## src/tpk_pkg.sv

```systemverilog
// ============================================================================
// tpk_pkg
// Shared types, constants and helpers of the terrain peak score block.
// ============================================================================
package tpk_pkg;

    // Q0.12 unit and value width
    localparam int          VAL_W = 13;
    localparam logic [12:0] UNIT  = 13'd4096;

    // Base score weights, Q0.12
    localparam logic [10:0] W_ELEV   = 11'd1720;
    localparam logic [10:0] W_CONVEX = 11'd1229;
    localparam logic [10:0] W_MOUNT  = 11'd819;
    localparam logic [10:0] W_SLOPE  = 11'd328;

    // Configuration register indexes
    localparam logic [1:0] CFG_FALLOFF = 2'd0;
    localparam logic [1:0] CFG_PRECISE = 2'd1;
    localparam logic [1:0] CFG_WIDTH   = 2'd2;
    localparam logic [1:0] CFG_HEIGHT  = 2'd3;

    // Control part of one result job
    typedef struct packed {
        logic [1:0] ebank;  // elevation bank of the current input row
        logic       sbank;  // score bank of the current input row
        logic       rel;    // 1: center row is the row above the input row
        logic       top;    // center row is row 0
        logic       bot;    // center row is the last row
        logic       last;   // last result of its input item
    } job_ctrl_t;

    // Signed Q3.12 clamped to 0..1
    function automatic logic [12:0] clamp_unit(input logic [15:0] raw);
        logic [12:0] v;
        if (raw[15])
            v = 13'd0;
        else if (raw > 16'd4096)
            v = UNIT;
        else
            v = raw[12:0];
        return v;
    endfunction

    // Bank holding the row that lies rel rows above the current row
    function automatic logic [1:0] bank_of(input logic [1:0] cur, input logic [1:0] rel);
        logic [2:0] t;
        t = {1'b0, cur} + 3'd3 - {1'b0, rel};
        if (t >= 3'd3)
            t = t - 3'd3;
        return t[1:0];
    endfunction

endpackage

```

## src/tpk_front.sv

```systemverilog
// ============================================================================
// tpk_front
// Accepts a pixel, forms its base score, writes the line stores and queues
// the result jobs the pixel releases.
// ============================================================================
module tpk_front
    import tpk_pkg::*;
#(
    parameter int CW = 11,
    parameter int WW = 12,
    parameter int RW = 12,
    parameter int HW = 13
)
(
    input  logic             clk,
    input  logic             rst_n,
    input  logic             in_valid,
    output logic             in_ready,
    input  logic [15:0]      elevation,
    input  logic [15:0]      convexity,
    input  logic [15:0]      mountain,
    input  logic [15:0]      slope_degrees,
    input  logic [WW-1:0]    w_eff,
    input  logic [HW-1:0]    h_eff,
    input  logic             back_idle,
    input  logic             q_empty,
    output logic             wr_en,
    output logic [1:0]       wr_ebank,
    output logic             wr_sbank,
    output logic [CW-1:0]    wr_col,
    output logic [VAL_W-1:0] wr_elev,
    output logic [VAL_W-1:0] wr_score,
    output logic             q_push,
    output job_ctrl_t        q_ctrl,
    output logic [CW-1:0]    q_cx,
    output logic [RW-1:0]    q_cy
);

    localparam logic [2:0] F_IDLE = 3'd0;
    localparam logic [2:0] F_S0   = 3'd1;
    localparam logic [2:0] F_S1   = 3'd2;
    localparam logic [2:0] F_S2   = 3'd3;
    localparam logic [2:0] F_S3   = 3'd4;
    localparam logic [2:0] F_WR   = 3'd5;
    localparam logic [2:0] F_JOB  = 3'd6;

    logic [2:0]       state_reg;
    logic [VAL_W-1:0] e_reg, c_reg, m_reg, s_reg;
    logic [20:0]      n_reg;
    logic [14:0]      q0_reg;
    logic [24:0]      acc_reg;
    logic [CW-1:0]    x_reg, col_reg;
    logic [RW-1:0]    y_reg, row_reg;
    logic [1:0]       cur_elev_reg;
    logic             cur_score_reg;
    logic [3:0]       cand_reg;
    logic [1:0]       jn_reg;

    logic [CW-1:0]    x_now, wm1;
    logic [RW-1:0]    y_now, hm1;
    logic             accept;
    logic [3:0]       cand_next;
    logic [20:0]      r65;
    logic [VAL_W-1:0] s_next;
    logic             job_last;

    assign wm1 = CW'(32'(w_eff) - 32'd1);
    assign hm1 = RW'(32'(h_eff) - 32'd1);

    // Counters beyond the current size stand at the last column or row
    assign x_now = (32'(col_reg) >= 32'(w_eff)) ? wm1 : col_reg;
    assign y_now = (32'(row_reg) >= 32'(h_eff)) ? hm1 : row_reg;

    assign in_ready = (state_reg == F_IDLE) && back_idle && q_empty;
    assign accept   = in_valid && in_ready;

    // Slope / 65 with rounding: reciprocal estimate plus one correction
    assign r65    = n_reg - 21'(q0_reg) * 21'd65;
    assign s_next = (n_reg >= 21'd266305) ? UNIT :
                    ((r65 >= 21'd65) ? 13'(q0_reg + 15'd1) : 13'(q0_reg));

    // Results released by this pixel, in emission order
    assign cand_next[0] = (y_reg != '0) && (x_reg != '0);
    assign cand_next[1] = (y_reg != '0) && (x_reg == wm1);
    assign cand_next[2] = (y_reg == hm1) && (x_reg != '0);
    assign cand_next[3] = (y_reg == hm1) && (x_reg == wm1);

    // Line store write
    assign wr_en    = (state_reg == F_WR);
    assign wr_ebank = cur_elev_reg;
    assign wr_sbank = cur_score_reg;
    assign wr_col   = x_reg;
    assign wr_elev  = e_reg;
    assign wr_score = 13'((acc_reg + 25'd2048) >> 12);

    // Job fields for the slot at jn_reg
    always_comb
    begin
        case (jn_reg)
            2'd0:    begin q_cx = x_reg - 1'b1; q_cy = y_reg - 1'b1; end
            2'd1:    begin q_cx = wm1;          q_cy = y_reg - 1'b1; end
            2'd2:    begin q_cx = x_reg - 1'b1; q_cy = y_reg;        end
            default: begin q_cx = wm1;          q_cy = y_reg;        end
        endcase
        case (jn_reg)
            2'd0:    job_last = !(|cand_reg[3:1]);
            2'd1:    job_last = !(|cand_reg[3:2]);
            2'd2:    job_last = !cand_reg[3];
            default: job_last = 1'b1;
        endcase
        q_push       = (state_reg == F_JOB) && cand_reg[jn_reg];
        q_ctrl.ebank = cur_elev_reg;
        q_ctrl.sbank = cur_score_reg;
        q_ctrl.rel   = !jn_reg[1];
        q_ctrl.top   = (q_cy == '0);
        q_ctrl.bot   = (q_cy == hm1);
        q_ctrl.last  = job_last;
    end

    // Sequencer and raster position
    always_ff @(posedge clk or negedge rst_n)
    begin
        if (!rst_n)
        begin
            state_reg     <= F_IDLE;
            col_reg       <= '0;
            row_reg       <= '0;
            cur_elev_reg  <= '0;
            cur_score_reg <= 1'b0;
            jn_reg        <= '0;
            cand_reg      <= '0;
        end
        else
        begin
            case (state_reg)
                F_IDLE:
                begin
                    if (accept)
                        state_reg <= F_S0;
                end
                F_S0: state_reg <= F_S1;
                F_S1: state_reg <= F_S2;
                F_S2: state_reg <= F_S3;
                F_S3: state_reg <= F_WR;
                F_WR:
                begin
                    cand_reg  <= cand_next;
                    jn_reg    <= '0;
                    state_reg <= F_JOB;
                end
                F_JOB:
                begin
                    jn_reg <= jn_reg + 2'd1;
                    if (jn_reg == 2'd3)
                    begin
                        state_reg <= F_IDLE;
                        if (x_reg == wm1)
                        begin
                            col_reg       <= '0;
                            row_reg       <= (y_reg == hm1) ? '0 : y_reg + 1'b1;
                            cur_elev_reg  <= (cur_elev_reg == 2'd2) ? 2'd0 : cur_elev_reg + 2'd1;
                            cur_score_reg <= !cur_score_reg;
                        end
                        else
                        begin
                            col_reg <= x_reg + 1'b1;
                            row_reg <= y_reg;
                        end
                    end
                end
                default: state_reg <= F_IDLE;
            endcase
        end
    end

    // Pixel datapath
    always_ff @(posedge clk)
    begin
        case (state_reg)
            F_IDLE:
            begin
                if (accept)
                begin
                    e_reg <= clamp_unit(elevation);
                    c_reg <= clamp_unit(convexity);
                    m_reg <= clamp_unit(mountain);
                    n_reg <= {1'b0, slope_degrees, 4'b0} + 21'd32;
                    x_reg <= x_now;
                    y_reg <= y_now;
                end
            end
            F_S0:
            begin
                q0_reg  <= 15'((37'(n_reg) * 37'd64527) >> 22);
                acc_reg <= 25'(e_reg) * 25'(W_ELEV);
            end
            F_S1:
            begin
                s_reg   <= s_next;
                acc_reg <= acc_reg + 25'(c_reg) * 25'(W_CONVEX);
            end
            F_S2: acc_reg <= acc_reg + 25'(m_reg) * 25'(W_MOUNT);
            F_S3: acc_reg <= acc_reg + 25'(s_reg) * 25'(W_SLOPE);
            default: ;
        endcase
    end

endmodule

```

## config.mk

```make
export PLATFORM = sky130hd
export DESIGN_NAME = tpk_front
export DESIGN_NICKNAME = d
export VERILOG_FILES = /design/src/tpk_pkg.sv /design/src/tpk_front.sv
export SDC_FILE = /design/constraint.sdc
export NUM_CORES = 1
export LEC_CHECK = 0
export BUFFER_PORTS_ARGS = -buffer_cell sky130_fd_sc_hd__buf_2
export CAP_MARGIN = 5
export CORE_ASPECT_RATIO = 1.5
export CORE_UTILIZATION = 50
export DETAILED_ROUTE_END_ITERATION = 10
export PLACE_DENSITY = 0.68
export SETUP_SLACK_MARGIN = 0.3
export SYNTH_ARGS = -nofsm -noshare
export SYNTH_HDL_FRONTEND = slang
export SYNTH_SLANG_ARGS = --single-unit
export TNS_END_PERCENT = 20
```

## constraint.sdc

```tcl
create_clock -name clk -period 7.2 [get_ports clk]
set_clock_uncertainty 0.05 [all_clocks]
set_input_delay 0.36 -clock clk [delete_from_list [all_inputs] [get_ports clk]]
set_output_delay 0.36 -clock clk [all_outputs]
set_load 0.03 [all_outputs]
```

* After elaboration in Yosys (flattened, before gate mapping)
Index checks and enable logic that the tools add are counted.
** Word-level totals
- Logic and storage cells :: 114
- Bits in registers :: 171
** Operators by class
- Order comparisons :: 8
- Equal/unequal tests :: 15
- Muxes and demuxes :: 20
- $add $sub $neg :: 15
- Reductions and logical operators :: 31
- $mul :: 6
** Operators by type and width (number)
- one-hot mux 25 bit (4 select lines) :: 1
- two-way mux 13 bit :: 4
- > comparator 16 x 13 -> 1 bit, second input constant :: 3
- two-way mux 12 bit :: 4
- multiplier 21 x 16 -> 37 bit, second input constant :: 1
- two-way mux 11 bit :: 3
- adder 25 x 12 -> 25 bit, second input constant :: 1
- adder 25 x 22 -> 25 bit :: 1
- adder 25 x 23 -> 25 bit :: 1
- adder 25 x 24 -> 25 bit :: 1
- == test 12 bit :: 2
- multiplier 13 x 11 -> 24 bit, second input constant :: 1
- subtractor 12 x 1 -> 12 bit, second input constant :: 2
- multiplier 13 x 10 -> 23 bit, second input constant :: 1
- subtractor 11 x 1 -> 11 bit, second input constant :: 2
- adder 20 x 6 -> 21 bit, second input constant :: 1
- greater-or-equal comparator 21 x 19 -> 1 bit, second input constant :: 1
- greater-or-equal comparator 21 x 7 -> 1 bit, second input constant :: 1
- multiplier 13 x 8 -> 21 bit, second input constant :: 1
- multiplier 15 x 7 -> 21 bit, second input constant :: 1
- one-hot mux 3 bit (7 select lines) :: 1
- subtractor 21 bit :: 1
- multiplier 13 x 6 -> 19 bit, second input constant :: 1
- adder 13 x 1 -> 13 bit, second input constant :: 1
- other kinds (33) :: 58

* Longest topological paths before layout
- Depth in word-level cells :: 6
- Depth in mapped cells :: 25

* Least setup slack after synthesis
OpenSTA, ideal clock, no wires.
- Path type :: register -> register
- Start :: register n_reg[9]
- End :: register q0_reg[14], data pin
- Path buffers :: 0
- Stages on the path, launching flop included :: 20
- Setup time :: 262 ps
- Data required time :: 6888 ps
- Path slack :: 1128 ps
- Arrival time :: 5760 ps
- Cell sequence :: edfxtp_1 > inv_1 > fa_1 > fa_1 > fa_1 > fa_1 > fa_1 > fa_1 > inv_1 > ha_1 > nand2_1 > nor4_1 > o21ai_0 > o21ai_1 > a311oi_2 > o21ai_2 > a211oi_2 > o311ai_1 > a21oi_1 > xor2_1
** On the way
- Word-level cells in the longest chain between the ends :: 1
** RTL lines
- start: declaration :: line tpk_front.sv:49 : logic [20:0] n_reg;
- start signal: assignment :: line tpk_front.sv:187 : n_reg <= {1'b0, slope_degrees, 4'b0} + 21'd32;
- multiplier 21 x 16 -> 37 bit :: line tpk_front.sv:194 : q0_reg <= 15'((37'(n_reg) * 37'd64527) >> 22);
- end signal: assignment :: line tpk_front.sv:194
- end: declaration :: line tpk_front.sv:50 : logic [14:0] q0_reg;
Every way passes these cells.
A chain may end at the register's enable or synchronous reset.

* Worst setup path after layout
Same ends and word-level chain as after synthesis.

==> metrics <==
status completed; #FFs+latches synth 167; PortBufs 166; syn_nets 3716; Synth Area in Compound Gates 10.84%; clk_lat worst skew approximately 480 ps; Crit Path Category register to register; CTS buffer count 17; relative slew slack 17.00%; FMAX 0.1531 GHz; largest net degree at the start of global routing 52; wire per inst 18.93 um; Initial Util 50.96%; Final Slew Violations 0; vias per cell 5.556; Critical Path Fanout Max 5; Area Growth Syn to Fin 7.969%; Fill cells 4782; number of core rows 103; Final Wtd Congestion 0.9557; Die Y roughly 290 um; grt ovf 0; full die area 54930 um2; Setup TNS 0 ps; dpl cell area 28510 um2; footprint of the multi-input gates between 15000 and 20000 um2; EDFF count, synth ~130; Synth Flop Type edfxtp_1; # diodes 0; vias in the first global route 22050; number of flip-flops in the largest register 25; Sink Count 167; vias 20610; Synth Warn # 0; Tcrit/Tclk final 90.71%; drc violations 0; Setup-failing EPs final 0; Synth Area in XOR/XNOR under 10%; fraction of layout cells with a size suffix above 1 roughly 8.4%; I/O Pins 167; root buf cell clkbuf_16; Die X-Extent between 150 and 200 um; core area 52970 um2; global-route wire length before repair between 100000 and 150000 um; Routed WL 70230 um; fin area ~29000 um2; Pre-antenna DRT Iters 8; worst path required time 7370 ps; Final ANT Viol Nets 0; clk slew on worst S/H paths 70 ps; async set or reset register ratio after synthesis 20.96%; commonest cells after routing, fill and taps aside 628 x inv_1, 502 x ha_1, 244 x fa_1, 166 x buf_2, 135 x xnor2_1; Hold Crit Class input pin to register; Seq/Total Area, Yosys 17.93%; most common cell after layout, fill and taps aside inv_1; Hold Fails Final Rpt 0; adder-cell share of the synthesized area about two fifths; DRT iter0 DRCs 809; arrival time worst endpoint around 6700 ps; Least-Margin Pin Slew 1240 ps; nets@finish 3854; All-Layer GR Usage 26.38%; post-synth cell types 90; crit path time final 6531 ps; Mapped Cells about 2900; initial antenna violation count 0; max-cap viol count 0; CTS H-Tree Depth 4; Reg area between 4000 and 5000 um2; Post-Synth Simple-Gate Area between 10% and 20%; main combinational cell family by area after synthesis adder cells; post-synthesis mux area share 1.279%; CTS tree built; post-synthesis cell area ~27000 um2; CP Launch Type register; Clock Path Buffers 2; RSZ-0062 raised after global routing false; Synth Area per Inst 9.385 um2; crit end category register; Final HPWL DP 59830 um
## through the flow
stage          utilization, %  instances  hold WS, ps  setup WS [ps]
2_1_floorplan               -       2876        14.41           1128
3_3_place_gp            53.82       3676        428.4          611.1
3_5_place_dp            53.82       3676        445.4          475.4
4_1_cts                 54.98       3709        2.455          475.6
5_1_grt                 55.02       3709        9.958          313.8
6_report                55.02       3709        19.12          669.0
## what timing repair did
action / 4_1_cts / 5_1_grt
gates resized for setup: 0 / 2
hold endpoints to repair: 35 / 0
setup buffers: 0 / 0
setup endpoints to repair: 0 / 1
hold buffers: 1 / 0
## routing by layer
layer  wire length [um]  GRT usage [%]
met4               4269          15.62
met3               1951          2.825
met5                  0              0
met2              39080          51.70
met1              24920          26.04
## final timing paths
| check | startpoint | endpoint | slack, ps | cells past startpoint |
|---|---|---|---|---|
| min in group asynchronous | rst_n | wr_sbank | 480 | 2 |
| max in group asynchronous | rst_n | state_reg[1] | 6060 | 2 |
| worst max-delay path | n_reg[9] | q0_reg[14] | 670 | 19 |
| worst max register to register | n_reg[9] | q0_reg[14] | 670 | 19 |
| worst min register to register | cand_reg[2] | cand_reg[2] | 460 | 2 |
| worst min-delay path | slope_degrees[0] | n_reg[4] | 20 | 1 |
## cell families (layout without fill, tap and decap cells)
| kind of cell | after synthesis | in the layout |
|---|---|---|
| adders and majority gates | 746 | 746 |
| xor gates and xnor gates | 232 | 232 |
| buffers and inverters | 686 | 837 |
| and+or+nand+nor | 585 | 585 |
| DFF | 167 | 167 |
| AOI/OAI and AO/OA | 427 | 427 |
| muxes | 33 | 33 |
## cells in the mapped netlist, drive strengths merged, types with 6 or more instances
cell	count	area [um2]
a2111oi	10	118.9
a211o	7	61.31
a211oi	15	147.6
a21o	48	360.4
a21oi	109	545.5
a222oi	11	110.1
a22o	8	70.07
a22oi	10	75.07
a31oi	12	75.07
and2	44	275.3
and3	27	168.9
buf	12	76.33
clkbuf	45	168.9
dfrtp	35	875.8
edfxtp	132	3964
fa	244	4885
ha	502	6281
inv	629	2361
mux2i	30	300.3
nand2	135	509.2
nand2b	18	120.1
nand3	64	325.3
nand4	17	106.4
nor2	120	452.9
nor2b	26	162.7
nor3	47	260.3
nor3b	10	75.07
nor4	29	209.0
o2111ai	6	52.55
o211ai	11	82.58
o21a	19	142.6
o21ai	69	352.8
o21bai	16	120.1
o221ai	6	52.55
o22ai	20	125.1
o31ai	17	127.6
or2	6	37.53
or3	13	81.33
or4	9	67.56
xnor2	140	1264
xor2	92	805.8
## worst max-delay path, stage by stage (launching register included)
cell,delay (ps)
edfxtp_1,460
inv_1,210
fa_1,540
fa_1,610
fa_1,460
fa_1,500
fa_1,520
fa_1,540
inv_1,50
ha_1,280
nand2_1,90
nor4_1,240
o21ai_0,130
o21ai_2,270
a311oi_4,180
o21ai_2,300
a211oi_2,140
o311ai_1,400
a21oi_1,150
xor2_1,160
## area by class of cell
| class | count | share of cell area [%] |
|---|---|---|
| clock buffer | 20 | 1.640 |
| tap | 682 | 2.928 |
| clock inverter | 12 | 0.4336 |
| multi-input combinational | 2023 | 67.17 |
| inverter | 629 | 8.102 |
| sequential | 167 | 16.61 |
| timing repair buffer | 176 | 3.117 |
Power is left out: the tool's default activity adds up to more than one toggle a clock period on the data nets, which glitch-free logic cannot reach.
