**src/tpk_pkg.sv**
```systemverilog
// ============================================================================
// tpk_pkg
// Shared types, constants and helpers of the terrain peak score block.
// ============================================================================
package tpk_pkg;

    // Q0.12 unit and value width
    localparam int          VAL_W = 13;
    localparam logic [12:0] UNIT  = 13'd4096;

    // Base score weights, Q0.12
    localparam logic [10:0] W_ELEV   = 11'd1720;
    localparam logic [10:0] W_CONVEX = 11'd1229;
    localparam logic [10:0] W_MOUNT  = 11'd819;
    localparam logic [10:0] W_SLOPE  = 11'd328;

    // Configuration register indexes
    localparam logic [1:0] CFG_FALLOFF = 2'd0;
    localparam logic [1:0] CFG_PRECISE = 2'd1;
    localparam logic [1:0] CFG_WIDTH   = 2'd2;
    localparam logic [1:0] CFG_HEIGHT  = 2'd3;

    // Control part of one result job
    typedef struct packed {
        logic [1:0] ebank;  // elevation bank of the current input row
        logic       sbank;  // score bank of the current input row
        logic       rel;    // 1: center row is the row above the input row
        logic       top;    // center row is row 0
        logic       bot;    // center row is the last row
        logic       last;   // last result of its input item
    } job_ctrl_t;

    // Signed Q3.12 clamped to 0..1
    function automatic logic [12:0] clamp_unit(input logic [15:0] raw);
        logic [12:0] v;
        if (raw[15])
            v = 13'd0;
        else if (raw > 16'd4096)
            v = UNIT;
        else
            v = raw[12:0];
        return v;
    endfunction

    // Bank holding the row that lies rel rows above the current row
    function automatic logic [1:0] bank_of(input logic [1:0] cur, input logic [1:0] rel);
        logic [2:0] t;
        t = {1'b0, cur} + 3'd3 - {1'b0, rel};
        if (t >= 3'd3)
            t = t - 3'd3;
        return t[1:0];
    endfunction

endpackage

```
**src/tpk_back.sv**
```systemverilog
// ============================================================================
// tpk_back
// Takes one job at a time: gathers the 3x3 window, in precise mode weights
// the score, applies threshold and smoothstep, holds the result for output.
// ============================================================================
module tpk_back
    import tpk_pkg::*;
#(
    parameter int CW = 11,
    parameter int WW = 12,
    parameter int RW = 12
)
(
    input  logic             clk,
    input  logic             rst_n,
    input  logic             q_empty,
    output logic             q_pop,
    input  job_ctrl_t        q_ctrl,
    input  logic [CW-1:0]    q_cx,
    input  logic [RW-1:0]    q_cy,
    input  logic             precise,
    input  logic [WW-1:0]    w_eff,
    input  logic [VAL_W-1:0] f_eff,
    output logic [1:0]       erd_bank,
    output logic [CW-1:0]    erd_col,
    input  logic [VAL_W-1:0] erd_data,
    output logic             srd_bank,
    output logic [CW-1:0]    srd_col,
    input  logic [VAL_W-1:0] srd_data,
    output logic             out_valid,
    input  logic             out_ready,
    output logic [VAL_W-1:0] peak_value,
    output logic [CW-1:0]    column,
    output logic [RW-1:0]    row,
    output logic             last_of_run,
    output logic             idle
);

    localparam logic [3:0] B_IDLE = 4'd0;
    localparam logic [3:0] B_RD   = 4'd1;
    localparam logic [3:0] B_PROM = 4'd2;
    localparam logic [3:0] B_GAIN = 4'd3;
    localparam logic [3:0] B_LOW  = 4'd4;
    localparam logic [3:0] B_LOW2 = 4'd5;
    localparam logic [3:0] B_THR  = 4'd6;
    localparam logic [3:0] B_DIV  = 4'd7;
    localparam logic [3:0] B_SQ   = 4'd8;
    localparam logic [3:0] B_CUBE = 4'd9;
    localparam logic [3:0] B_SAT  = 4'd10;
    localparam logic [3:0] B_OUT  = 4'd11;

    logic [3:0]       state_reg;
    job_ctrl_t        ctrl_reg;
    logic [CW-1:0]    cx_reg;
    logic [RW-1:0]    cy_reg;
    logic [3:0]       k_reg;
    logic [1:0]       i_reg, j_reg;
    logic             rdv_reg, rdc_reg;
    logic [VAL_W-1:0] e_reg, mx_reg, score_reg, peak_reg;
    logic [15:0]      sum_reg;
    logic [27:0]      mul_reg;
    logic [23:0]      thr_reg;
    logic [11:0]      t_reg;
    logic [12:0]      rem_reg;
    logic [23:0]      dvd_reg;
    logic [4:0]       div_cnt_reg;

    logic [1:0]       rel_row;
    logic [CW-1:0]    wm1;
    logic signed [17:0] prom;
    logic [VAL_W-1:0] prom_c;
    logic [VAL_W-1:0] gain;
    logic [VAL_W-1:0] sc_low;
    logic signed [15:0] thresh;
    logic signed [15:0] num;
    logic [13:0]      trial;
    logic             ge;
    logic [15:0]      v_sat;

    // Q0.12 product rounding
    function automatic logic [15:0] q12(input logic [27:0] p);
        return 16'((p + 28'd2048) >> 12);
    endfunction

    assign wm1   = CW'(32'(w_eff) - 32'd1);
    assign idle  = (state_reg == B_IDLE);
    assign q_pop = idle && !q_empty;

    // Window addressing with replicated edges
    always_comb
    begin
        case (i_reg)
            2'd0:    rel_row = ctrl_reg.top ? {1'b0, ctrl_reg.rel} : {1'b0, ctrl_reg.rel} + 2'd1;
            2'd1:    rel_row = {1'b0, ctrl_reg.rel};
            default: rel_row = ctrl_reg.bot ? {1'b0, ctrl_reg.rel} : {1'b0, ctrl_reg.rel} - 2'd1;
        endcase
        case (j_reg)
            2'd0:    erd_col = (cx_reg == '0) ? '0 : cx_reg - 1'b1;
            2'd1:    erd_col = cx_reg;
            default: erd_col = (32'(cx_reg) + 32'd1 < 32'(w_eff)) ? cx_reg + 1'b1 : wm1;
        endcase
        erd_bank = bank_of(ctrl_reg.ebank, rel_row);
        srd_bank = ctrl_reg.rel ? !ctrl_reg.sbank : ctrl_reg.sbank;
        srd_col  = cx_reg;
    end

    // Prominence and gain terms
    assign prom   = $signed({2'b0, e_reg, 3'b0}) + 18'sd2048 - $signed({2'b0, sum_reg});
    assign prom_c = (prom < 0) ? 13'd0 : ((prom > 18'sd4096) ? UNIT : prom[12:0]);
    assign gain   = 13'(16'd2253 + q12(mul_reg));
    assign sc_low = 13'(q12(mul_reg));

    // Threshold and smoothstep numerator
    assign thresh = 16'sd3113 - $signed(q12(28'(thr_reg)));
    assign num    = $signed({3'b0, score_reg}) - thresh + $signed({3'b0, f_eff});

    // Restoring divider step
    assign trial  = {rem_reg, dvd_reg[23]};
    assign ge     = (trial >= {1'b0, f_eff});
    assign v_sat  = q12(mul_reg);

    assign out_valid   = (state_reg == B_OUT);
    assign peak_value  = peak_reg;
    assign column      = cx_reg;
    assign row         = cy_reg;
    assign last_of_run = ctrl_reg.last;

    // Control sequencer
    always_ff @(posedge clk or negedge rst_n)
    begin
        if (!rst_n)
        begin
            state_reg   <= B_IDLE;
            k_reg       <= '0;
            i_reg       <= '0;
            j_reg       <= '0;
            rdv_reg     <= 1'b0;
            div_cnt_reg <= '0;
        end
        else
        begin
            case (state_reg)
                B_IDLE:
                begin
                    if (q_pop)
                    begin
                        state_reg <= B_RD;
                        k_reg     <= '0;
                        i_reg     <= '0;
                        j_reg     <= '0;
                        rdv_reg   <= 1'b0;
                    end
                end
                B_RD:
                begin
                    rdv_reg <= (k_reg < 4'd9);
                    k_reg   <= k_reg + 4'd1;
                    if (j_reg == 2'd2)
                    begin
                        j_reg <= '0;
                        i_reg <= i_reg + 2'd1;
                    end
                    else
                        j_reg <= j_reg + 2'd1;
                    if (k_reg == 4'd9)
                        state_reg <= precise ? B_PROM : B_THR;
                end
                B_PROM: state_reg <= B_GAIN;
                B_GAIN: state_reg <= B_LOW;
                B_LOW:  state_reg <= B_LOW2;
                B_LOW2: state_reg <= B_THR;
                B_THR:
                begin
                    div_cnt_reg <= '0;
                    if (num <= 0 || num >= $signed({3'b0, f_eff}))
                        state_reg <= B_OUT;
                    else
                        state_reg <= B_DIV;
                end
                B_DIV:
                begin
                    div_cnt_reg <= div_cnt_reg + 5'd1;
                    if (div_cnt_reg == 5'd23)
                        state_reg <= B_SQ;
                end
                B_SQ:   state_reg <= B_CUBE;
                B_CUBE: state_reg <= B_SAT;
                B_SAT:  state_reg <= B_OUT;
                B_OUT:
                begin
                    if (out_ready)
                        state_reg <= B_IDLE;
                end
                default: state_reg <= B_IDLE;
            endcase
        end
    end

    // Datapath
    always_ff @(posedge clk)
    begin
        thr_reg <= 24'(f_eff) * 24'd1475;
        rdc_reg <= (i_reg == 2'd1) && (j_reg == 2'd1);
        case (state_reg)
            B_IDLE:
            begin
                if (q_pop)
                begin
                    ctrl_reg <= q_ctrl;
                    cx_reg   <= q_cx;
                    cy_reg   <= q_cy;
                    sum_reg  <= '0;
                    mx_reg   <= '0;
                    e_reg    <= '0;
                end
            end
            B_RD:
            begin
                // Data of the address issued last cycle
                if (rdv_reg)
                begin
                    if (rdc_reg)
                        e_reg <= erd_data;
                    else
                    begin
                        sum_reg <= sum_reg + 16'(erd_data);
                        if (erd_data > mx_reg)
                            mx_reg <= erd_data;
                    end
                end
                if (k_reg == 4'd9)
                    score_reg <= srd_data;
            end
            B_PROM: mul_reg <= 28'(prom_c) * 28'd2662;
            B_GAIN: mul_reg <= 28'(score_reg) * 28'(gain);
            B_LOW:
            begin
                score_reg <= sc_low;
                mul_reg   <= 28'(sc_low) * 28'd1434;
            end
            B_LOW2:
            begin
                // Not a local high: damp the score
                if ({1'b0, e_reg} + 14'd8 < {1'b0, mx_reg})
                    score_reg <= sc_low;
            end
            B_THR:
            begin
                rem_reg <= '0;
                dvd_reg <= {num[11:0], 12'b0} + 24'(f_eff >> 1);
                if (num <= 0)
                    peak_reg <= '0;
                else
                    peak_reg <= UNIT;
            end
            B_DIV:
            begin
                rem_reg <= ge ? 13'(trial - {1'b0, f_eff}) : trial[12:0];
                dvd_reg <= {dvd_reg[22:0], ge};
            end
            B_SQ:
            begin
                t_reg   <= dvd_reg[11:0];
                mul_reg <= 28'(dvd_reg[11:0]) * 28'(dvd_reg[11:0]);
            end
            B_CUBE: mul_reg <= 28'(sc_low) * 28'(14'd12288 - {1'b0, t_reg, 1'b0});
            B_SAT:  peak_reg <= (v_sat > 16'd4096) ? UNIT : v_sat[12:0];
            default: ;
        endcase
    end

endmodule

```
**config.mk**
```make
export PLATFORM = sky130hd
export DESIGN_NAME = tpk_back
export DESIGN_NICKNAME = d
export VERILOG_FILES = /design/src/tpk_pkg.sv /design/src/tpk_back.sv
export SDC_FILE = /design/constraint.sdc
export NUM_CORES = 2
export LEC_CHECK = 0
export BUFFER_PORTS_ARGS = -buffer_cell sky130_fd_sc_hd__clkbuf_2
export CORE_AREA = 5 5 303 245
export DETAILED_ROUTE_END_ITERATION = 7
export DIE_AREA = 0 0 308 250
export PLACE_DENSITY = 0.69
export SLEW_MARGIN = 30
export SYNTH_ARGS = -nofsm -noshare
export SYNTH_HDL_FRONTEND = slang
export SYNTH_SLANG_ARGS = --single-unit
```
**constraint.sdc**
```tcl
create_clock -name clk -period 7.9 [get_ports clk]
set_input_delay 0.79 -clock clk [delete_from_list [all_inputs] [get_ports clk]]
set_output_delay 0.79 -clock clk [all_outputs]
set_load 0.02 [all_outputs]
```
After elaboration in Yosys (flattened, before gate mapping)
Index checks and enable logic that the tools add are counted.
{"block": "word_totals", "reg_bits": 218, "out_inout_bits": 65, "wordCells": 165}
{"block": "op_classes", "addsub": 26, "mul": 6, "order_cmp": 11, "n_eq_ne": 26, "muxes": 49, "reduce_logical": 22}
{"op": "$mux 13", "count": 13}
{"op": "$pmux 28 s5", "count": 1}
{"op": "$pmux 13 s2", "count": 4}
{"op": "$mul 13x11->24 const B", "count": 2}
{"op": "$mux 16", "count": 3}
{"op": "$pmux 24 s2", "count": 1}
{"op": "$pmux 4 s12", "count": 1}
{"op": "$pmux 13 s3", "count": 1}
{"op": "$pmux 16 s2", "count": 1}
{"op": "$add 28x12->28 const B", "count": 1}
{"op": "$mul 14x15->28", "count": 1}
{"op": "$mul 13x13->26", "count": 1}
{"op": "$add 24x12->25 const B", "count": 1}
{"op": "$add 24x12->24", "count": 1}
{"op": "$mul 12x12->24", "count": 1}
{"op": "$mux 4", "count": 6}
{"op": "$mul 13x10->23 const B", "count": 1}
{"op": "$mux 11", "count": 2}
{"op": "$pmux 11 s2", "count": 1}
{"op": "$sub 11x1->11 const B", "count": 2}
{"op": "$eq 4x4->1 const B", "count": 5}
{"op": "$gt 18x14->1 const B", "count": 1}
{"op": "$lt 18x1->1 const B", "count": 1}
{"op": "$ne 2x2->1 const B", "count": 9}
{"op": "56 further kinds", "count": 79}

Longest topological paths before layout
{"block": "logic_depth", "word_depth": 8, "depth_mapped": 34, "ltp_nobuf": 33}

Least setup slack after synthesis
OpenSTA, ideal clock, no wires.
{"block": "synth_timing", "path_type": "register to register", "from": "register mul_reg[11]", "to": "register mul_reg[25] (data pin)", "setup_ps": 266, "t_arrival_ps": 7693, "t_required_ps": 7634, "path_slack_ps": -59, "path_stages_with_launch": 32, "n_path_buf": 2, "path_cell_list": "edfxtp_1 ha_1 nand3_1 xor2_1 inv_1 clkbuf_1 ha_1 a21oi_1 o21ai_1 a21oi_1 xnor2_1 clkbuf_1 nand2_1 fa_1 inv_1 fa_1 fa_1 fa_1 inv_1 fa_1 inv_1 ha_1 a21o_1 a21o_1 a21o_1 a21o_1 a31o_2 a41o_1 o41a_1 a31oi_1 xnor2_1 o22ai_1"}
{"block": "synth_between", "elab_chain_len": 4, "word_cells_on_any_way": 5}
{"element": "from (decl)", "line": "tpk_back.sv:61", "rtl": "logic [27:0] mul_reg;"}
{"element": "from (signal assigned)", "line": "tpk_back.sv:234", "rtl": "B_PROM: mul_reg <= 28'(prom_c) * 28'd2662;"}
{"element": "from (signal assigned)", "line": "tpk_back.sv:235", "rtl": "B_GAIN: mul_reg <= 28'(score_reg) * 28'(gain);"}
{"element": "from (signal assigned)", "line": "tpk_back.sv:239", "rtl": "mul_reg <= 28'(sc_low) * 28'd1434;"}
{"element": "$add 28x12->28 *"}
{"element": "net sc_low[3]", "line": "tpk_back.sv:73", "rtl": "logic [VAL_W-1:0] sc_low;"}
{"element": "$add 12x13->13", "line": "tpk_back.sv:110", "rtl": "assign gain = 13'(16'd2253 + q12(mul_reg));"}
{"element": "$mul 13x13->26", "line": "tpk_back.sv:235"}
{"element": "$pmux 28 s5 *", "line": "tpk_back.sv:204", "rtl": "case (state_reg)"}
The timed path passes the listed nets; every way through them passes the cells marked *.
A chain may end at the register's enable or synchronous reset.

Final worst setup path
Same ends and word-level chain as after synthesis.

==> out/results.ini <==
[outcome]
run_status=finished, final reports clean

[route]
avgRoutedWirePerCell_um=17.7
initialDrtViolationCount=1780
drtAntennaViolNets=0
drtPass1Iterations=8
remaining_drc_errors=0
total_via_count_in_the_routed_design=26600
wirelength_routed_mm=87.0
post_drt_via_cell_ratio=5.41

[synth]
synth_enable_flop_cells=164
netlist.top_cell.by_area=sky130_fd_sc_hd__fa_1
synth_area_leaders=sky130_fd_sc_hd__fa_1, sky130_fd_sc_hd__ha_1, sky130_fd_sc_hd__edfxtp_1
ys_ff_latch=196
synth_instances=3777
synth_largest_type_area_fraction=0.247
syn_avg_cell_area_um2=9.29
yosysWarnings=0
synth_cell_type_count=97
syn-cell-area_um2=35100
synth.most_common_cell=sky130_fd_sc_hd__inv_1
synth.cells.most_frequent=sky130_fd_sc_hd__inv_1, sky130_fd_sc_hd__ha_1, sky130_fd_sc_hd__fa_1
asyncSetResetFlopFracSynth=0.0918
synth_top_flop_cell=sky130_fd_sc_hd__edfxtp_1
postSynthNetCount=4895
ys_seq_area_frac=0.161

[clock_tree]
worstSkewPairLatency_ns=0.50
cts_clock_pin_slew_for_the_worst_setup_and_hold_paths_ns=0.09
cts_inserted_buffers=17
max-clock-path-buffers=2
ctsRootBufferMaster=sky130_fd_sc_hd__clkbuf_16
clkSinkCount=196
tritoncts=built
htree_levels=4
cts_hold_buf=0

[sta]
final_hold_viol_count=0
setup_viol_count_final=0
max_clock_freq_ghz=0.129
drv_slew=0
post_route_clock_period_utilization=0.980
worst-slew-pin-transition_ns=0.965
setup-tns-final_ns=0
timing.max_slew.rel_slack=0.352
period_needed_ns=7.74
finalHoldWorstSlack_ns=0.245
fin_worst_skew_ns=0.0206

[die]
floorplan.initialDensity=0.492
core_area_um2=71200
die_h_um=250
floorplan.die.width_um=308
std_cell_rows=88
die_area_um2=77000
ioPinCount=151

[layout]
filler_cell_count=6361
multiInputGateArea_um2=26800
final_layout_size_suffix_gt1_frac=0.109
instances_no_fill=4927
largest_register_ff_count=24
area_delta_synth_final_pct=10.2
fin_nets=5087
register_area_um2=5660
antenna_cells_inserted=0

[setup_path]
crit_type=flop to flop
critPathLaunchType=flop
worstPathMaxFanout=5
regToRegStartpoint=mul_reg[11]
cp_data_required_time_ns=8.13
setup.worst_path.end_class=flop
largest_stage_delay_on_the_critical_path_ns=0.57
crit_arrival_ns=7.97
critPathBufInv=5
worst_path_dominant_cell_family=adder cells
critPathLaunch=mul_reg[11]
worst_path_most_repeated_cell=sky130_fd_sc_hd__fa_1
timing.critical_path.slowest_stage_cell=sky130_fd_sc_hd__fa_1

[global_route]
grt_pass1_vias=26500
maximum_number_of_pins_on_one_net_before_global_route_repair=46
antenna_found_initial=3
globalRouteTotalUtil=0.227
grt_pass1_wl_mm=141
grt-ovfl-total=0

[place]
buffer_ports.inserted=150
placed_cells=4884
place.detailed.hpwl_mm=71.5
placer_congestion=0.901

[worst_hold_path]
min-delay-path-class=input pin to async pin

[run]
max_cap_viol_count=0

final cells by class:
type                       count  area share
multi-input combinational   2771       0.693
sequential                   196       0.146
inverter                     703      0.0684
timing repair buffer         280      0.0451
tap                          945      0.0306
clock buffer                  18      0.0111
clock inverter                14     0.00531
path summary, 6_finish.rpt:
| kind | end | slack, ns | depth (start not counted) |
|---|---|---|---|
| min reg2reg | i_reg[1] | 0.51 | 2 |
| max | mul_reg[25] | 0.16 | 31 |
| max reg2reg | mul_reg[25] | 0.16 | 31 |
| min | i_reg[1] | 0.25 | 1 |
| max in group asynchronous | state_reg[3] | 7.28 | 1 |
| min in group clk | column[10] | 0.45 | 1 |
cells in the final DEF, fill, tap and decap left out, drive strengths merged, types with 13 or more instances in the layout:
cell type	count
or2	15
nand2b	26
nand3	68
nor4	13
and2	126
nor2b	35
fa	433
a211oi	14
o211ai	21
xor2	80
inv	708
a21oi	145
nand2	352
edfxtp	164
nor3	45
a22oi	14
or3	17
nand4	20
o21ai	121
buf	130
ha	599
a21o	50
o21a	19
dfxtp	14
xnor2	134
nor2	226
clkbuf	168
dfrtp	18
and3	24
through the flow:
step	instance area (um2)	utilization	setup WS [ns]
after CTS	38200	0.536	0.00562
final	38600	0.542	0.156
after global placement	37500	0.526	0.117
after detailed placement	37500	0.526	-0.0588
after floorplan	35100	-	0.0391
after global routing	38600	0.542	-0.137
cell families (layout without fill, tap and decap cells):
family                     Yosys count  in the layout  share of synthesized area
and+or+nand+nor                   1003           1003                      0.136
DFF                                196            196                      0.161
buffers and inverters              810           1015                     0.0885
xor gates and xnor gates           214            214                     0.0537
AOI/OAI and AO/OA                  506            506                     0.0946
muxes                               16             16                    0.00474
adders and majority gates         1032           1032                      0.461
metal layers:
layer	share of wire	global-route usage	vias up
met5	0.00015	0	-
met4	0.017	0.0469	2
met3	0.076	0.0406	82
met2	0.44	0.350	847
met1	0.47	0.338	13000
li1	-	-	12800
what timing repair did:
action,in CTS,in global routing
setup endpoints to repair,3,14
buffers inserted,0,11
pin swaps,2,33
resized for setup,4,83
Power is not shown: default switching activity piles up to over one toggle a cycle in this logic, so the estimate is an artifact.
