**config.mk**
```make
export PLATFORM = sky130hd
export DESIGN_NAME = tpk_queue
export DESIGN_NICKNAME = d
export VERILOG_FILES = /design/src/tpk_queue.sv
export SDC_FILE = /design/constraint.sdc
export NUM_CORES = 1
export LEC_CHECK = 0
export ABC_CLOCK_PERIOD_IN_PS = 1600
export BUFFER_PORTS_ARGS = -buffer_cell sky130_fd_sc_hd__buf_4
export CELL_PAD_IN_SITES_DETAIL_PLACEMENT = 1
export CELL_PAD_IN_SITES_GLOBAL_PLACEMENT = 1
export CORE_UTILIZATION = 45
export DETAILED_ROUTE_END_ITERATION = 10
export PLACE_DENSITY_LB_ADDON = 0.1
export SYNTH_ARGS = -nofsm -noshare
export SYNTH_HDL_FRONTEND = slang
export SYNTH_SLANG_ARGS = --single-unit
```
**constraint.sdc**
```tcl
create_clock -name clk -period 1.6 [get_ports clk]
set_input_delay 0.08 -clock clk [delete_from_list [all_inputs] [get_ports clk]]
set_output_delay 0.08 -clock clk [all_outputs]
set_load 0.02 [all_outputs]
```
**src/tpk_queue.sv**
```systemverilog
// ============================================================================
// tpk_queue
// Four-entry job queue between front end and back end.
// ============================================================================
module tpk_queue
#(
    parameter int DW = 32
)
(
    input  logic          clk,
    input  logic          rst_n,
    input  logic          push,
    input  logic [DW-1:0] din,
    input  logic          pop,
    output logic [DW-1:0] dout,
    output logic          empty,
    output logic          full
);

    logic [DW-1:0] slot_reg [0:3];
    logic [1:0]    wr_ptr_reg;
    logic [1:0]    rd_ptr_reg;
    logic [2:0]    count_reg;
    logic [2:0]    count_next;

    assign empty = (count_reg == 3'd0);
    assign full  = (count_reg == 3'd4);
    assign dout  = slot_reg[rd_ptr_reg];

    always_comb
    begin
        count_next = count_reg;
        if (push && !pop)
            count_next = count_reg + 3'd1;
        else if (pop && !push)
            count_next = count_reg - 3'd1;
    end

    // Pointers and fill level
    always_ff @(posedge clk or negedge rst_n)
    begin
        if (!rst_n)
        begin
            wr_ptr_reg <= '0;
            rd_ptr_reg <= '0;
            count_reg  <= '0;
        end
        else
        begin
            if (push)
                wr_ptr_reg <= wr_ptr_reg + 2'd1;
            if (pop)
                rd_ptr_reg <= rd_ptr_reg + 2'd1;
            count_reg <= count_next;
        end
    end

    // Entry storage
    always_ff @(posedge clk)
    begin
        if (push)
            slot_reg[wr_ptr_reg] <= din;
    end

endmodule

```
# Yosys cells after proc, flatten, opt, wreduce, memory -nomap -nowiden
# Memory sizes are Yosys's and may differ from the RTL's.
# Index checks and enable logic that the tools add are counted.
# word_totals
input_bits	36
reg_bits	7
rom_bits	0
output_inout_bits	34
n_memories	1
latchBits	0
word_cells	19
ramBits	128
# memory_table
memory	depth	width	read_ports	rd_clocked_by_memory_dff	write_ports	line	source
slot_reg	4	32	1	0	1	20	logic [DW-1:0] slot_reg [0:3];
# op_classes
n_eq_ne	1
n_mux	4
bitwise_logic	0
div	0
n_mul	0
shifts	0
add_sub_neg	4
reduce_logical	6
n_lt_le_gt_ge	0
# op_table
cell	n
two-way mux 3 bit	2
adder 2 x 1 -> 2 bit, second input constant	2
adder 3 x 1 -> 3 bit, second input constant	1
equality test 3 bit, second input constant	1
logical NOT 3 bit	1
subtractor 3 x 1 -> 3 bit, second input constant	1
logical AND 1 bit	2
logical NOT 1 bit	2
two-way mux 1 bit	2
nonzero test 2 bit	1

# Longest topological paths before layout
# Gate-level depths: netlist of the first run.
# depth
ltp_word	4
mapped_depth	7

# Worst setup path after synthesis of the first run
# Ideal clock, no wire load.
# synth_path
kind	reg2reg
from	register wr_ptr_reg[0]
to	memory slot_reg[2][0], enable pin
stages_incl_launch_ff	4
arrival_time_ns	1.410
slack_ns	-0.202
n_path_buf	0
synth_period_minus_slack_ns	1.802
t_required_ns	1.208
setup_time_ns	0.392
path_cell_list	dfrtp_1 inv_1 ha_1 and2_1
# synth_rtl
item	line	source
from (decl)	21	logic [1:0] wr_ptr_reg;
from (signal assigned)	51	wr_ptr_reg <= wr_ptr_reg + 2'd1;
to (decl)	20	
# Straight into the memory's write port.

# Final worst setup path of the first run
# layout_path
from	register rd_ptr_reg[0]
to	output port dout[17]
# layout_via
elab_chain_len	1
# layout_rtl
item	line	source
from (decl)	22	logic [1:0] rd_ptr_reg;
from (signal assigned)	53	rd_ptr_reg <= rd_ptr_reg + 2'd1;
memory read (4 x 32 bit)	-	
to (decl)	15	output logic [DW-1:0] dout,
# Every way passes these cells.

==> key figures, run 1 <==
Finish
  – Synth-to-layout area growth: 37.0%
  – Layout cells sized above 1: 44.3%
  – Final cell count without fillers: 490
  – Max reg flops: 128
  – Final design utilization: 63.7%
  – Fill cell count: 899
  – # diodes: 0
  – Final instance area: 6930 um^2
  – Final nets: 381

Global routing
  – GR Util All Layers: 19.3%
  – Grt ovf: 0
  – First-pass GRT wire length: 15.6 mm
  – Initial antenna violation count: 0
  – Pin count of the biggest net entering global routing: 25
  – Vias in the first global route: 2,835

Critical path
  – Reg2reg start: wr_ptr_reg[1]
  – Crit path launch type: flop
  – Crit Reg-Reg Endpoint: slot_reg[1][5]
  – CP cell instances: buf_12 > buf_12 > mux4_2 > buf_6
  – Setup Crit Path Kind: reg -> out
  – R2r setup slk: 0.17 ns
  – Max stage delay on crit path: 0.54 ns
  – Slowest CP cell: mux4_2
  – CP most frequent cell: buf_12
  – Peak fanout along the critical path: 7
  – Crit end category: output pin
  – Worst Path Required: 1.52 ns
  – Worst Reg-to-Reg Cells: 4
  – CP arrival: 1.87 ns

Min path
  – Hold Path Depth: 2
  – Hold EP: slot_reg[1][16]
  – Hold Path Class: in -> reg
  – Hold Crit Start: din[16]

Detailed routing
  – Wire length per cell: 20.6 um
  – Drt pass-1 iters: 4
  – Drc violations: 0
  – Vias: 2,478
  – Final ANT Viol Nets: 0
  – DR iter-0 viols: 73
  – DR vias/cell: 5.06
  – WL final: 10.1 mm

STA
  – Final period utilization: 122%
  – Worst Max-Slew Pin Slew: 0.414 ns
  – Max Clock Skew: 0.00561 ns
  – RSZ-0062 raised after global routing: yes
  – Rel. slew slack: 72.3%
  – Final max-slew violation count: 0
  – Final WS setup: -0.352 ns
  – Tmin final: 1.95 ns
  – Setup Viol. Count Final: 32
  – Final TNS setup: -9.91 ns
  – Hold Slack: 0.316 ns
  – Fin. Hold Viols: 0
  – FMAX: 512 MHz

Yosys
  – Leading area contributor after synthesis: edfxtp_1
  – Most common cell in the netlist: edfxtp_1
  – #FFs+latches synth: 135
  – Post-synth EDFFs: 128
  – Cell area after synthesis: 5060 um^2
  – Asr flop ratio synth: 5.19%
  – Seq/Total Area, Yosys: 79.4%
  – Main synth FF type: edfxtp_1
  – Yosys warns: 0
  – Post-Syn Nets: 244
  – Synth top area share: 76.0%
  – Synth top area cells: edfxtp_1 (76%), mux4_2 (12%), dfrtp_1 (3.5%), mux4_1 (2.1%), ha_1 (1.2%)
  – Avg Cell Area, Syn: 25.0 um^2
  – Synth cell count leaders: edfxtp_1 (128), mux4_2 (28), dfrtp_1 (7)
  – Post-synth cell types: 20
  – Synth Instances: 202

Floorplanning
  – Die X: 108 um
  – Row Count: 38
  – Ports: 70
  – Initial Util: 46.5%
  – Die area: 11,700 um^2
  – Die height: 108 um
  – Core ar.: 10,900 um^2

Place
  – DP HPWL: 6.16 mm
  – Gp weighted congestion: 0.685
  – IO buf count: 69
  – Placed Instance Area: 5880 um^2
  – Dpl cells: 419

Clock network
  – CTS tree: yes
  – CTS H-tree depth: 4
  – Reg clk slew, reported paths: 0.06 ns
  – Root Buffer Master: clkbuf_8
  – CTS Buf Count: 17
  – Clk Latency, worst-skew pair: 0.51 ns
  – CTS max path bufs: 2
  – Clk sink count: 135

Pwr
  – VDD IR max: 0.831 mV
  – PD cells: 1900 nW/um^2
  – Leakage Power: 2.49 nW

Run
  – Number of max-cap violations: 0

Status
  – Status: finished, violations left
  – Violated checks: negative setup slack
==> worst max path at each step <==
stage                           endpoint           from  slack [ns]  cells after the start
after floorplan           slot_reg[2][0]  wr_ptr_reg[0]        0.13                      3
after global placement          dout[19]  rd_ptr_reg[0]        0.17                      3
after detailed placement        dout[19]  rd_ptr_reg[0]        0.14                      3
after CTS                       dout[24]  rd_ptr_reg[0]       -0.40                      4
after global routing            dout[17]  rd_ptr_reg[0]       -0.40                      4
final                           dout[17]  rd_ptr_reg[0]       -0.35                      4
==> repair_timing <==
item                                   CTS  global route
hold buffers                            36             0
resized for setup                       25            19
setup endpoints to repair               32            32
buffers inserted                         3             3
endpoints found under the hold margin  139             0
cloned                                   1             1
==> worst max-delay path: cells and delay by family (launching register included) <==
kind | cells | cell delay, ns
buffers and inverters | 3 | 0.43
DFF | 1 | 0.39
muxes | 1 | 0.54
==> cell type report <==
| class | instances | area, um^2 | area share [%] |
|---|---|---|---|
| multi-input cells | 55 | 926 | 13.4 |
| flip-flops and latches | 135 | 4020 | 58.0 |
| clock buffers | 19 | 422 | 6.08 |
| well taps | 140 | 175 | 2.53 |
| clock inverters | 11 | 86.3 | 1.25 |
| repair buffers | 126 | 1290 | 18.6 |
| inverters | 4 | 15.0 | 0.217 |
==> report_power, final <==
group          leakage, nW  switching (mW)  internal (mW)
logic                0.989            2.34           2.60
registers             1.26           0.248           4.65
clock network        0.248            1.32           2.01
==> stage by stage <==
| stage | power [mW] | worst slack, ns |
|---|---|---|
| after floorplan | 7.51 | 0.130 |
| after global placement | 9.10 | 0.167 |
| after detailed placement | 9.21 | 0.145 |
| after CTS | 13.1 | -0.398 |
| after global routing | 13.8 | -0.402 |
| final | 13.2 | -0.352 |
==> routing by layer <==
| layer | vias to the layer above | wire length [um] | share of wire (%) | track usage (%) |
|---|---|---|---|---|
| met4 | 0 | 116 | 1.2 | 7.34 |
| met5 | - | 0 | 0 | 0 |
| met3 | 12 | 300 | 3.0 | 4.52 |
| met1 | 1293 | 4210 | 42 | 23.3 |
| met2 | 58 | 5440 | 54 | 33.6 |
| li1 | 1115 | - | - | - |
==> cells in the final DEF, fill, tap and decap left out, types with 4 or more instances in the layout <==
cell type,netlist,layout
clkinv_2,0,5
edfxtp_1,128,128
and2_2,0,4
inv_1,4,4
dfrtp_1,7,5
buf_6,1,32
buf_4,0,48
buf_12,3,9
xor2_1,4,4
ha_1,5,5
clkbuf_16,0,17
mux4_2,28,32
dlygate4sd3_1,0,36
==> cells by family after synthesis <==
kind of cell / Yosys count / synth area share, %
compound gates: 1 / 0.0988
buf+inv: 12 / 2.08
flops: 135 / 79.4
xor+xnor: 6 / 1.04
simple gates: 9 / 0.964
mux: 33 / 14.8
fa+ha+maj: 6 / 1.63
Power figures use the tool's default switching activity.
==> run 2: changes to the inputs <==
- BUFFER_PORTS_ARGS: -buffer_cell sky130_fd_sc_hd__buf_4 -> default
- CORE_ASPECT_RATIO: default -> 0.6
- CORE_UTILIZATION: 45 -> 49
- DONT_BUFFER_PORTS: default -> 1
- GPL_ROUTABILITY_DRIVEN: default -> 0
==> run 2 against run 1 <==
  * The run still ends with negative setup slack left
  * Highest routed layer unchanged
  * Clock power is 17% higher
  * Critical endpoint is now dout[5]
  * Register-to-register slack worse by 0.06 ns
  * Fmax is 14% higher
  * Critical path depth is 2 lower
==> key figures, run 2 (synthesized netlist as in run 1, its figures left out) <==
Critical path
  – R2r setup slk: 0.11 ns (-0.06 ns)
  – Worst Path Required: 1.52 ns (about the same)
  – CP bufs+invs: 1 (-2)
  – Crit path max-delay family: multiplexers
  – Peak fanout along the critical path: 16 (+9)
  – CP arrival: 1.63 ns (-0.24 ns)
  – Max stage delay on crit path: 0.62 ns (+0.08 ns)
  – Worst Reg-to-Reg Cells: 4 (unchanged)
  – Setup Crit Path Kind: reg -> out
  – CP cell instances: buf_12 > mux4_2
  – Number of cells on the critical path: 2 (-2)
  – Slowest CP cell: mux4_2
  – Crit Reg-Reg Endpoint: count_reg[2]
  – Worst setup path endpoint: dout[5]
  – Crit end category: output pin
  – Beginning of the critical path: rd_ptr_reg[0]
  – Crit path launch type: flop
  – Reg2reg start: count_reg[0]

Finish
  – Final cell count without fillers: 411 (-16%)
  – Final nets: 305 (-20%)
  – Most common cell after layout, fill and taps aside: edfxtp_1
  – Register area: 4020 um^2 (about the same)
  – Max reg flops: 128 (unchanged)
  – Final instance area: 6280 um^2 (-9.5%)
  – Multi-input gate area: 928 um^2 (+0.27%)
  – # diodes: 0 (unchanged)
  – Layout cells sized above 1: 29.7% (-15 points)
  – Synth-to-layout area growth: 24.0%
  – Commonest cells after routing, fill and taps aside: edfxtp_1 (128), dlygate4sd3_1 (33), mux4_2 (32)
  – Fill cell count: 801 (-11%)

Floorplanning
  – Die X: 133 um (+23%)
  – Die height: 80.7 um (-25%)
  – Core ar.: 9950 um^2 (-8.6%)
  – Initial Util: 50.9% (+4.4 points)
  – Die area: 10,800 um^2 (-7.9%)
  – Row Count: 28 (-26%)
  – Ports: 70 (unchanged)

Detailed routing
  – Final ANT Viol Nets: 0 (unchanged)
  – Drt pass-1 iters: 4 (unchanged)
  – DR iter-0 viols: 172 (+140%)
  – Wire length per cell: 22.1 um (+7.6%)
  – Vias: 2,220 (-10%)
  – WL final: 9.09 mm (-9.8%)
  – DR vias/cell: 5.40 (+6.8%)
  – Drc violations: 0 (unchanged)

Global routing
  – GR Util met1: 23.6% (+0.26 points)
  – Grt ovf: 0 (unchanged)
  – Global routing met2 resource utilization: 29.1% (-4.5 points)
  – First-pass GRT wire length: 14.0 mm (-11%)
  – Pin count of the biggest net entering global routing: 20 (-20%)
  – GR Util met3: 6.94% (+2.4 points)
  – GR Util All Layers: 18.7% (-0.54 points)
  – Initial antenna violation count: 0 (unchanged)
  – Vias in the first global route: 2,453 (-13%)
  – Most used routing layer: met2

Status
  – Violated checks: negative setup slack
  – Status: finished, violations left

STA
  – Final max-slew violation count: 0 (unchanged)
  – Final TNS setup: -3.07 ns (+6.85 ns)
  – Tmin final: 1.71 ns (-0.237 ns)
  – Rel. slew slack: 73.9% (+1.6 points)
  – Fin. Hold Viols: 0 (unchanged)
  – FMAX: 583 MHz (+14%)
  – Hold Slack: 0.0262 ns (-0.290 ns)
  – Max Clock Skew: 0.0165 ns (+0.0109 ns)
  – Final WS setup: -0.115 ns (+0.237 ns)
  – Setup Viol. Count Final: 32 (unchanged)
  – RSZ-0062 raised after global routing: yes
  – Final period utilization: 107% (-15 points)
  – Worst Max-Slew Pin Slew: 0.391 ns (-0.0234 ns)

Clock network
  – Clk sink count: 135 (unchanged)
  – Reg clk slew, reported paths: 0.06 ns (about the same)
  – CTS tree: yes
  – Clk Latency, worst-skew pair: 0.42 ns (-0.09 ns)
  – CTS Buf Count: 17 (unchanged)
  – Root Buffer Master: clkbuf_16
  – CTS H-tree depth: 4 (unchanged)
  – CTS max path bufs: 2 (unchanged)

Min path
  – Hold Path Class: in -> async

Place
  – IO buf count: 0 (-100%)
  – DP HPWL: 5.67 mm (-8.0%)
  – Dpl cells: 344 (-18%)
  – Placed Instance Area: 5330 um^2 (-9.3%)

Pwr
  – Leakage Power: 2.12 nW (-15%)
  – PD cells: 1940 nW/um^2 (+2.0%)
  – VDD IR max: 1.52 mV (+82%)
  – Pwr Total: 12.2 mW (-7.7%)

Run
  – Number of max-cap violations: 0 (unchanged)
==> run 2: cell count changes in the layout (fill, tap and decap cells not counted), sizes merged <==
cell          before  now
buf               89   15
dlygate4sd3       36   33
bufinv             1    3
clkbuf            20   22
clkinv             8    5
dlymetal6s4s       0    2
==> run 2: what timing repair did <==
action,4_1_cts,5_1_grt
buffers inserted,0,0
pin swaps,0,2
hold buffers,35,0
hold endpoints to repair,140,0
endpoints found under the setup margin,32,33
resized for setup,6,3
==> run 2: per-layer routing <==
layer  up-vias  part of all wire [%]  wire [um]
met5         -                     0          0
met4         0                   1.4        128
met3         9                   6.0        542
met2        62                    49       4420
met1      1184                    44       4000
li1        965                     -          -
==> run 2: cell type report <==
| type | instances | area share (%) |
|---|---|---|
| Timing Repair Buffer | 50 | 8.77 |
| Inverter | 4 | 0.239 |
| Clock inverter | 10 | 2.05 |
| Multi-Input combinational cell | 55 | 14.8 |
| Tap cell | 135 | 2.69 |
| Clock buffer | 22 | 7.40 |
| Sequential cell | 135 | 64.1 |
==> run 2: power by group <==
part | switching [mW] | internal (mW) | leakage [nW] | total [mW]
clock | 1.39 | 2.52 | 0.287 | 3.90
combinational | 1.99 | 1.38 | 0.580 | 3.37
sequential | 0.240 | 4.64 | 1.26 | 4.88
total | 3.62 | 8.54 | 2.12 | 12.2
==> run 2: worst min path at each step <==
stage / startpoint / end / slack, ns
4_1_cts: rst_n / wr_ptr_reg[1] / 0.03
5_1_grt: rst_n / wr_ptr_reg[1] / 0.04
3_5_place_dp: rst_n / count_reg[1] / -0.22
6_report: rst_n / count_reg[1] / 0.03
2_1_floorplan: rst_n / count_reg[0] / -0.22
3_3_place_gp: rst_n / count_reg[0] / -0.22
==> run 2: per-stage QoR <==
stage | utilization (%) | worst slack, ns
after floorplan | - | 0.130
after global placement | 53.6 | 0.221
after detailed placement | 53.6 | 0.108
after CTS | 63.0 | -0.148
after global routing | 63.1 | -0.190
final | 63.1 | -0.115
==> run 3: changes to the inputs <==
- ABC_AREA: default -> 1
- CORE_UTILIZATION: 49 -> 48
- CTS_BUF_LIST: default -> sky130_fd_sc_hd__clkbuf_4 sky130_fd_sc_hd__clkbuf_8
==> run 3 against run 2 <==
  * The run still ends with negative setup slack left
  * Flip-flop and latch count did not move
  * Critical path depth is 1 higher
  * Total power increased by 3.8%
  * Global-route usage is 3.4 points higher
  * Cell area rose by 5.8%
  * Utilization is 1.6 points lower
  * First-iteration DRC count is 26% lower
  * Area after synthesis is 7.8% higher
  * Critical path type unchanged
  * Highest routed layer unchanged
==> key figures, run 3 <==
Finish
  – # diodes: 0 (unchanged)
  – Max reg flops: 128 (unchanged)
  – Layout cells sized above 1: 17.3% (-12 points)
  – Final instance area: 6640 um^2 (+5.8%)
  – Final nets: 514 (+69%)
  – Final design utilization: 61.4% (-1.6 points)
  – Most common cell after layout, fill and taps aside: edfxtp_1
  – Final cell count without fillers: 624 (+52%)
  – Commonest cells after routing, fill and taps aside: edfxtp_1 (128), nand2_1 (77), inv_1 (72)
  – Synth-to-layout area growth: 21.8%
  – Fill cell count: 1,049 (+31%)

Min path
  – Hold Crit Start: push
  – Hold Path Class: in -> reg
  – Hold Path Depth: 3
  – Hold EP: slot_reg[3][10]

Yosys
  – Asr flop ratio synth: 5.19% (unchanged)
  – Yosys warns: 0 (unchanged)
  – Leading area contributor after synthesis: edfxtp_1
  – Adder-Cell Fraction of Synth Area: 1.51% (-0.12 points)
  – Avg Cell Area, Syn: 13.0 um^2 (-48%)
  – Synth cell count leaders: edfxtp_1 (128), nand2_1 (109), inv_1 (75)
  – Most common cell in the netlist: edfxtp_1
  – Post-synth cell types: 18 (-10%)
  – Synth top area share: 70.5% (-5.5 points)
  – Synth Area in Simple Gates: 7.89% (+6.9 points)
  – Xor and xnor area share after synthesis: 0.642% (-0.40 points)
  – Synth top area cells: edfxtp_1 (70%), o211ai_1 (8.8%), nand2_1 (7.5%), inv_1 (5.2%), dfrtp_1 (3.2%)
  – Post-synth EDFFs: 128 (unchanged)
  – Cell area after synthesis: 5450 um^2 (+7.8%)
  – Largest family of logic cells by synthesized area: compound AO/OA/AOI/OAI gates
  – Post-Syn Nets: 463 (+90%)
  – Mux contribution to synthesized area: 0% (-15 points)
  – Main synth FF type: edfxtp_1
  – #FFs+latches synth: 135 (unchanged)
  – Compound-cell area share of the yosys netlist: 8.90% (+8.8 points)
  – Synth Instances: 421 (+110%)
  – Seq/Total Area, Yosys: 73.7% (-5.7 points)

Critical path
  – Worst Reg-to-Reg Cells: 5 (+1)
  – Crit path launch type: flop
  – Crit Reg-Reg Endpoint: slot_reg[1][4]
  – Peak fanout along the critical path: 39 (+23)
  – Setup Crit Path Kind: reg -> out
  – CP arrival: 1.63 ns (about the same)
  – Worst Path Required: 1.52 ns (about the same)
  – R2r setup slk: 0.13 ns (+0.02 ns)
  – Crit end category: output pin
  – Reg2reg start: wr_ptr_reg[1]

Pwr
  – Leakage Power: 2.56 nW (+20%)
  – Pwr Total: 12.6 mW (+3.8%)
  – VDD IR max: 0.749 mV (-51%)
  – PD cells: 1900 nW/um^2 (-2.0%)

Detailed routing
  – Final ANT Viol Nets: 0 (unchanged)
  – DR iter-0 viols: 128 (-26%)
  – Drc violations: 0 (unchanged)
  – Vias: 3,267 (+47%)
  – Drt pass-1 iters: 5 (+1)
  – DR vias/cell: 5.24 (-3.1%)
  – Wire length per cell: 19.8 um (-11%)
  – WL final: 12.3 mm (+36%)

STA
  – Tmin final: 1.71 ns (-0.00199 ns)
  – FMAX: 584 MHz (+0.12%)
  – Worst Max-Slew Pin Slew: 0.402 ns (+0.0115 ns)
  – Setup Viol. Count Final: 32 (unchanged)
  – Final period utilization: 107% (-0.12 points)
  – Fin. Hold Viols: 0 (unchanged)
  – Hold Slack: 0.133 ns (+0.107 ns)
  – RSZ-0062 raised after global routing: yes
  – Final WS setup: -0.113 ns (+0.00199 ns)
  – Final TNS setup: -1.95 ns (+1.12 ns)
  – Final max-slew violation count: 0 (unchanged)
  – Rel. slew slack: 73.1% (-0.77 points)
  – Max Clock Skew: 0.00755 ns (-0.00897 ns)

Clock network
  – Root Buffer Master: clkbuf_8
  – CTS max path bufs: 2 (unchanged)
  – CTS Buf Count: 17 (unchanged)
  – Reg clk slew, reported paths: 0.08 ns (+0.02 ns)
  – CTS tree: yes
  – CTS H-tree depth: 4 (unchanged)
  – Clk sink count: 135 (unchanged)
  – Clk Latency, worst-skew pair: 0.43 ns (about the same)

Place
  – DP HPWL: 7.11 mm (+25%)
  – IO buf count: 0 (unchanged)
  – Dpl cells: 552 (+60%)
  – Placed Instance Area: 5710 um^2 (+7.0%)
  – Place WS: 0.191 ns (+0.0834 ns)

Global routing
  – First-pass GRT wire length: 19.1 mm (+37%)
  – GR Util All Layers: 22.2% (+3.4 points)
  – Initial antenna violation count: 0 (unchanged)
  – Grt ovf: 0 (unchanged)
  – Vias in the first global route: 3,590 (+46%)
  – Pin count of the biggest net entering global routing: 49 (+150%)

Status
  – Violated checks: negative setup slack
  – Status: finished, violations left

Floorplanning
  – Ports: 70 (unchanged)
  – Initial Util: 50.4% (-0.42 points)
  – Die X: 140 um (+4.8%)
  – Die area: 11,800 um^2 (+9.8%)
  – Row Count: 29 (+3.6%)
  – Core ar.: 10,800 um^2 (+8.7%)
  – Die height: 84.6 um (+4.8%)

Run
  – Number of max-cap violations: 0 (unchanged)
## run 3: area by class of cell
type                    count  area [um^2]  share of cell area [%]
clock inverters            14          181                    2.73
multi-input cells         188         1110                    16.8
flip-flops and latches    135         4020                    60.6
well taps                 139          174                    2.62
inverters                  76          297                    4.46
repair buffers             54          613                    9.23
clock buffers              18          241                    3.64
## run 3: worst max-delay path by stage
stage | start | end | slack, ns | depth (start not counted)
after floorplan | wr_ptr_reg[0] | slot_reg[3][0] | 0.0002 | 3
after global placement | wr_ptr_reg[0] | slot_reg[2][6] | 0.25 | 5
after detailed placement | wr_ptr_reg[1] | slot_reg[1][1] | 0.19 | 5
after CTS | rd_ptr_reg[0] | dout[25] | -0.15 | 3
after global routing | rd_ptr_reg[0] | dout[12] | -0.18 | 3
final | rd_ptr_reg[0] | dout[16] | -0.11 | 3
## run 3: routing by layer
metal | part of all wire, % | vias to the layer above | track usage (%) | routed length [um]
met5 | 0 | - | 0 | 0
met4 | 1.0 | 0 | 8.19 | 124
met3 | 4.3 | 11 | 6.67 | 533
met2 | 49 | 70 | 36.6 | 6020
met1 | 46 | 1632 | 28.0 | 5650
li1 | - | 1554 | - | -
## run 3: what timing repair did
item	4_1_cts	5_1_grt
setup endpoints to repair	32	32
gates cloned	0	2
pin swaps	31	4
hold buffers	36	0
buffers inserted	2	0
endpoints found under the hold margin	141	0
resized for setup	33	1
## run 3: kinds of logic after synthesis
| logic type | Yosys count |
|---|---|
| flops | 135 |
| simple gates | 113 |
| buf+inv | 98 |
| compound gates | 65 |
| fa+ha+maj | 6 |
| xor+xnor | 4 |
## run 3: report_power, final
| group | leakage, nW | internal, mW | switching [mW] |
|---|---|---|---|
| logic | 1.09 | 1.42 | 3.22 |
| clock network | 0.205 | 1.70 | 1.33 |
| registers | 1.26 | 4.64 | 0.308 |
| total | 2.56 | 7.76 | 4.86 |
## run 3: critical path, cell delays in order, from the launching register on
cell,delay (ns)
dfrtp_4,0.58
buf_12,0.21
o211ai_1,0.26
nand2_2,0.16
